$ cat src/rtl/dlps_pkg.sv
// Shared types and constants for the delay line pitch shifter.
package dlps_pkg;

    localparam int STEP_BITS = 19;

    typedef enum logic [3:0] {
        ST_IDLE,
        ST_WRITE,
        ST_TAP,
        ST_RD0,
        ST_RD1,
        ST_RD2,
        ST_RD3,
        ST_RD4,
        ST_MIX0,
        ST_MIX1,
        ST_MIX2,
        ST_MIX3,
        ST_DONE
    } state_t;

    typedef enum logic [1:0] {
        RD_LEAD_A,
        RD_LEAD_B,
        RD_LAG_A,
        RD_LAG_B
    } rd_sel_t;

    typedef enum logic [1:0] {
        MUL_MEM,
        MUL_S0,
        MUL_S1
    } mul_src_t;

    typedef enum logic [2:0] {
        COEF_LEAD_INV,
        COEF_LEAD,
        COEF_LAG_INV,
        COEF_LAG,
        COEF_W_INV,
        COEF_W
    } coef_sel_t;

    typedef enum logic [1:0] {
        ACC_HOLD,
        ACC_LOAD,
        ACC_ADD
    } acc_op_t;

    typedef struct packed {
        logic      in_load;
        logic      mem_we;
        logic      commit_start;
        logic      tap_load;
        rd_sel_t   rd_sel;
        logic      prod_en;
        mul_src_t  mul_src;
        coef_sel_t coef_sel;
        acc_op_t   acc_op;
        logic      s0_load;
        logic      s1_load;
        logic      out_load;
        logic      out_bypass;
        logic      advance;
    } dp_cmd_t;

    typedef struct packed {
        logic bypass;
        logic out_free;
    } dp_status_t;

endpackage

$ cat src/rtl/dlps_ctrl.sv
// Sequencer: walks one sample through write, four tap reads and the mixes; a bypassed sample goes from write to done.
module dlps_ctrl (
    input  logic                   clk,
    input  logic                   rst_n,
    input  logic                   s_tvalid,
    output logic                   s_tready,
    input  dlps_pkg::dp_status_t   status,
    output dlps_pkg::dp_cmd_t      cmd
);

    import dlps_pkg::*;

    state_t state_reg;
    state_t state_next;

    always_ff @(posedge clk or negedge rst_n)
    begin
        if (!rst_n)
        begin
            state_reg <= ST_IDLE;
        end
        else
        begin
            state_reg <= state_next;
        end
    end

    always_comb
    begin
        state_next = state_reg;
        case (state_reg)
            ST_IDLE:
            begin
                if (s_tvalid)
                begin
                    state_next = ST_WRITE;
                end
            end
            ST_WRITE: state_next = status.bypass ? ST_DONE : ST_TAP;
            ST_TAP:   state_next = ST_RD0;
            ST_RD0:   state_next = ST_RD1;
            ST_RD1:   state_next = ST_RD2;
            ST_RD2:   state_next = ST_RD3;
            ST_RD3:   state_next = ST_RD4;
            ST_RD4:   state_next = ST_MIX0;
            ST_MIX0:  state_next = ST_MIX1;
            ST_MIX1:  state_next = ST_MIX2;
            ST_MIX2:  state_next = ST_MIX3;
            ST_MIX3:  state_next = ST_DONE;
            ST_DONE:
            begin
                if (status.out_free)
                begin
                    state_next = ST_IDLE;
                end
            end
            default:  state_next = ST_IDLE;
        endcase
    end

    // Read data is registered in the store, so each multiply comes in the
    // state after its read.
    always_comb
    begin
        cmd      = '0;
        s_tready = 1'b0;
        case (state_reg)
            ST_IDLE:
            begin
                s_tready    = 1'b1;
                cmd.in_load = s_tvalid;
            end
            ST_WRITE:
            begin
                cmd.mem_we       = !status.bypass;
                cmd.commit_start = !status.bypass;
            end
            ST_TAP:
            begin
                cmd.tap_load = 1'b1;
            end
            ST_RD0:
            begin
                cmd.rd_sel = RD_LEAD_A;
            end
            ST_RD1:
            begin
                cmd.rd_sel   = RD_LEAD_B;
                cmd.prod_en  = 1'b1;
                cmd.mul_src  = MUL_MEM;
                cmd.coef_sel = COEF_LEAD_INV;
            end
            ST_RD2:
            begin
                cmd.rd_sel   = RD_LAG_A;
                cmd.prod_en  = 1'b1;
                cmd.mul_src  = MUL_MEM;
                cmd.coef_sel = COEF_LEAD;
                cmd.acc_op   = ACC_LOAD;
            end
            ST_RD3:
            begin
                cmd.rd_sel   = RD_LAG_B;
                cmd.prod_en  = 1'b1;
                cmd.mul_src  = MUL_MEM;
                cmd.coef_sel = COEF_LAG_INV;
                cmd.acc_op   = ACC_ADD;
            end
            ST_RD4:
            begin
                cmd.prod_en  = 1'b1;
                cmd.mul_src  = MUL_MEM;
                cmd.coef_sel = COEF_LAG;
                cmd.acc_op   = ACC_LOAD;
                cmd.s0_load  = 1'b1;
            end
            ST_MIX0:
            begin
                cmd.prod_en  = 1'b1;
                cmd.mul_src  = MUL_S0;
                cmd.coef_sel = COEF_W_INV;
                cmd.acc_op   = ACC_ADD;
            end
            ST_MIX1:
            begin
                cmd.acc_op  = ACC_LOAD;
                cmd.s1_load = 1'b1;
            end
            ST_MIX2:
            begin
                cmd.prod_en  = 1'b1;
                cmd.mul_src  = MUL_S1;
                cmd.coef_sel = COEF_W;
            end
            ST_MIX3:
            begin
                cmd.acc_op = ACC_ADD;
            end
            ST_DONE:
            begin
                cmd.out_load   = status.out_free;
                cmd.out_bypass = status.bypass;
                cmd.advance    = status.out_free && !status.bypass;
            end
            default:
            begin
                cmd = '0;
            end
        endcase
    end

endmodule

$ cat config.mk
export PLATFORM = sky130hd
export DESIGN_NAME = dlps_ctrl
export DESIGN_NICKNAME = d
export VERILOG_FILES = /design/src/rtl/dlps_pkg.sv /design/src/rtl/dlps_ctrl.sv
export SDC_FILE = /design/constraint.sdc
export NUM_CORES = 1
export LEC_CHECK = 0
export ABC_CLOCK_PERIOD_IN_PS = 1400
export BUFFER_PORTS_ARGS = -buffer_cell sky130_fd_sc_hd__buf_2
export CORE_AREA = 2 2 45 47
export DETAILED_ROUTE_END_ITERATION = 16
export DIE_AREA = 0 0 47 49
export GPL_TIMING_DRIVEN = 0
export HOLD_SLACK_MARGIN = 0.1
export PLACE_DENSITY = 0.46
export SLEW_MARGIN = 20
export SYNTH_ARGS = -nofsm -noshare
export SYNTH_HDL_FRONTEND = slang
export SYNTH_SLANG_ARGS = --single-unit
$ cat constraint.sdc
create_clock -name clk -period 1.4 [get_ports clk]
set_input_delay 0.14 -clock clk [delete_from_list [all_inputs] [get_ports clk]]
set_output_delay 0.14 -clock clk [all_outputs]
set_load 0.005 [all_outputs]
## Word-level counts from Yosys, hierarchy flattened

Index checks and enable logic that the tools add are counted.

- Equality and inequality tests: 14
- Muxes and demuxes: 14
- Reduce and logical (&&, ||, !) cells: 6

Operators by type and width:

| kind | number |
|---|---|
| case mux 4 bit (13 select lines) | 1 |
| case mux 6 bit (6 select lines) | 1 |
| equality test 4 bit (second input constant) | 5 |
| equality test 4 x 3 -> 1 bit (second input constant) | 4 |
| 2-to-1 mux 4 bit | 3 |
| equality test 4 x 2 -> 1 bit (second input constant) | 2 |
| case mux 2 bit (3 select lines) | 1 |
| OR reduction 3 bit | 2 |
| 2-to-1 mux 1 bit | 5 |
| equality test 4 x 1 -> 1 bit (second input constant) | 1 |
| logical NOT 4 bit | 1 |
| inequality test 2 bit (second input constant) | 2 |
| case mux 2 bit (2 select lines) | 1 |
| 2-to-1 mux 3 bit | 1 |
| 2-to-1 mux 2 bit | 1 |
| AND reduction 2 bit | 1 |
| logical AND 1 bit | 1 |
| logical NOT 1 bit | 1 |

- Register bits: 4
- Bits of input ports: 5
- Output and inout bits: 20
- Word-level logic and storage cells: 35

## Depth between registers and ports, before layout

- Word-level depth: 3
- Depth in mapped cells: 5
- Depth with buffers taken out: 3

## Worst setup path before layout

No wires, ideal clock.

- Path kind: register to output
- From: register state_reg[1]
- To: output port cmd[17] (netlist name)
- Data arrival time: 1.211 ns
- Required time: 1.260 ns
- Path slack: 0.049 ns
- Stages on the path, launching flop included: 6
- Buffers on the path: 2
- Cells stage by stage: dfrtp_1 > buf_4 > inv_1 > nand2_1 > nor4_1 > buf_4

RTL lines:

| element | RTL line | source |
|---|---|---|
| from (decl) | dlps_ctrl.sv:13 | `state_t state_reg;` |
| from (signal assigned) | dlps_ctrl.sv:24 | `state_reg <= state_next;` |
| to (decl) | dlps_ctrl.sv:8 | `output dlps_pkg::dp_cmd_t cmd` |

==> metrics.cfg <==
[drt]
viasPerCell = 4.54
num_vias = 590
first_iter_violations = 5
drc = 0
wl_per_cell_um = 12.0
ant_nets = 0
drt_wl_total_um = 1570
dr.pass1.iters = 4

[finish]
final_core_util = 0.492
antenna_cells = 0
multi_input_area_um2 = 349
seq_area_um2 = 101
nets = 110
fin_cells = 130
largest_reg_flops = 4
stdcell_area_um2 = 906
fillers = 191
drive_gt1_frac = 0.718
syn_to_final_growth_pct = 113

[setup_path]
cp.required_ps = 1260
cpMostUsedCell = buf_6
r2r_setup_slack_ps = 150
worstPathArrival_ps = 1380
crit_chain = buf_6 > nand2b_4 > buf_6 > mux2i_1 > a21o_1 > buf_2
max_stage_delay_ps = 380
end_kind = output pin
worstSetupPathType = register to output pin
critical_path.slowest_cell = dfrtp_1
crit_fanout = 5
start_kind = register

[placed_design]
dp.cells = 109
port_buffers = 24
placedInstanceArea_um2 = 579
dp_hpwl_um = 876
gp_congestion = 0.691

[timing]
final_max_slew_viol_count = 0
fin_crit_sh = 1.08
slew-limit-headroom = 0.854
min_period_ps = 1520
setup_viol = 12
finalHoldViolCount = 0
worst_pin_slew_ps = 217
rsz0062_at_grt = yes
fin_skew_ps = 8.90
max_clock_freq_mhz = 659
setup_ws_ps = -118

[grt]
grt_pass1_wl_um = 2330
grt-ovfl-total = 0
grt_max_degree = 10
antenna_found_initial = 0
grt_pass1_vias = 546
grt_usage = 0.140

[die]
start_util = 0.231
io_pins = 25
fp-row-count = 16
core_mm2 = 0.00184
fp.dieW_um = 47
die_y_um = 49
die-area_mm2 = 0.00230

[hold_path]
min-delay-path-class = primary input to async pin

[clocking]
htree_levels = 1
clk_pin_slew_ps = 40
cts_tree = built
insertion_delay_ps = 240
clk_path_buf_depth = 2
clockRootBuffer = clkbuf_4
cts.sinks = 4
numCtsBuffers = 3

[synth]
synth_edf_count = 0
syn_area_per_cell_um2 = 7.33
synth.ff_latch_count = 4
ys_types = 25
yosysTopAreaCellShare = 0.235
synth_flop_cell = dfrtp_1
syn_area_um2 = 425
synth_common_cells = 10 x nor2_1, 4 x dfrtp_1, 4 x nand2_1
synthesis.nets = 63
netlist_top_cells_area = dfrtp_1 24%, nor2_1 8.8%, buf_6 7.9%
yosys_warnings = 0
synth.most_common_cell = nor2_1
netlist_instances = 58
yosysSeqAreaShare = 0.235
yosysTopAreaCell = dfrtp_1
async_reset_ff_frac = 1.00

[job]
cap_violations = 0

[power_and_ir_drop]
power_density_mw_per_mm2 = 2530
p_leak_nw = 0.457
ir_worst_vdd_mv = 0.998

[status]
status = finished, violations left
violations = setup timing

-- cell families after synthesis --
logic type	count (synthesis)	synth area share
buffers and inverters	11	0.182
flip-flops	4	0.235
AO/OA/AOI/OAI	13	0.197
AND/OR/NAND/NOR	29	0.362
multiplexers	1	0.0235
-- worst paths after layout --
kind,start,to,cells past startpoint
setup / recovery,state_reg[2]$_DFFE_PN0P_,cmd[6],6
hold / removal,rst_n,state_reg[3]$_DFFE_PN0P_,2
setup reg to reg,state_reg[2]$_DFFE_PN0P_,state_reg[1]$_DFFE_PN0P_,6
hold reg to reg,state_reg[2]$_DFFE_PN0P_,state_reg[0]$_DFFE_PN0P_,3
max in group asynchronous,rst_n,state_reg[1]$_DFFE_PN0P_,2
min in group clk,s_tvalid,state_reg[0]$_DFFE_PN0P_,3
-- report_power, final --
group / internal (W) / switching, W
combinational: 0.00102 / 0.000902
clock: 0.0000963 / 0.0000537
sequential: 0.000180 / 0.0000407
total: 0.00129 / 0.000997
-- critical path, delay by kind of cell (launching register included) --
| family | cells | cell delay (ps) |
|---|---|---|
| compound gates | 1 | 120 |
| simple gates | 1 | 140 |
| mux | 1 | 140 |
| flops | 1 | 380 |
| buf+inv | 3 | 370 |
-- placed cells by master (no fill, tap or decap), drive strengths merged --
master,n
nor2,10
nor3b,1
nand2b,2
nor4,3
dlygate4sd3,1
dfrtp,4
clkbuf,3
nor3,4
and2,2
o21ai,3
o22ai,1
o211a,1
buf,49
nor2b,1
a22oi,1
nand2,4
a21o,1
a21oi,3
clkinvlp,1
o21a,1
mux2i,1
o221ai,1
inv,2
a31oi,1
and3,2
-- area by class of cell --
cell class | count | area share
multi-input combinational | 43 | 0.385
timing repair buffer | 42 | 0.329
sequential | 4 | 0.112
buffer | 8 | 0.0925
tap | 27 | 0.0373
clock buffer | 3 | 0.0249
inverter | 3 | 0.0193
-- repair_timing --
action                                  4_1_cts  5_1_grt
endpoints found under the hold margin         4        0
setup buffers                                12        4
gates resized for setup                      21       23
endpoints found under the setup margin       16       19
cloned                                        1        0
pin swaps                                     3        9
hold buffers                                  1        0
-- metal layers --
metal | vias to the layer above | global-route usage | wire length [um]
li1 | 289 | - | -
met1 | 282 | 0.152 | 660
met2 | 17 | 0.244 | 839
met3 | 2 | 0.0148 | 54
met4 | 0 | 0.0833 | 10
met5 | - | 0 | 0
-- per-stage QoR --
step                hold WS, ps  worst slack [ps]  power [W]  TNS (ps)
detailed placement        -52.3             -53.2    0.00128     -53.2
CTS                         226              -125    0.00194      -691
finish                      227              -118    0.00229      -859
global route                232              -190    0.00244     -1870
floorplan                  -156              48.8   0.000954         0
global placement          -54.3             -53.9    0.00128     -53.9
Power figures use the tool's default switching activity.
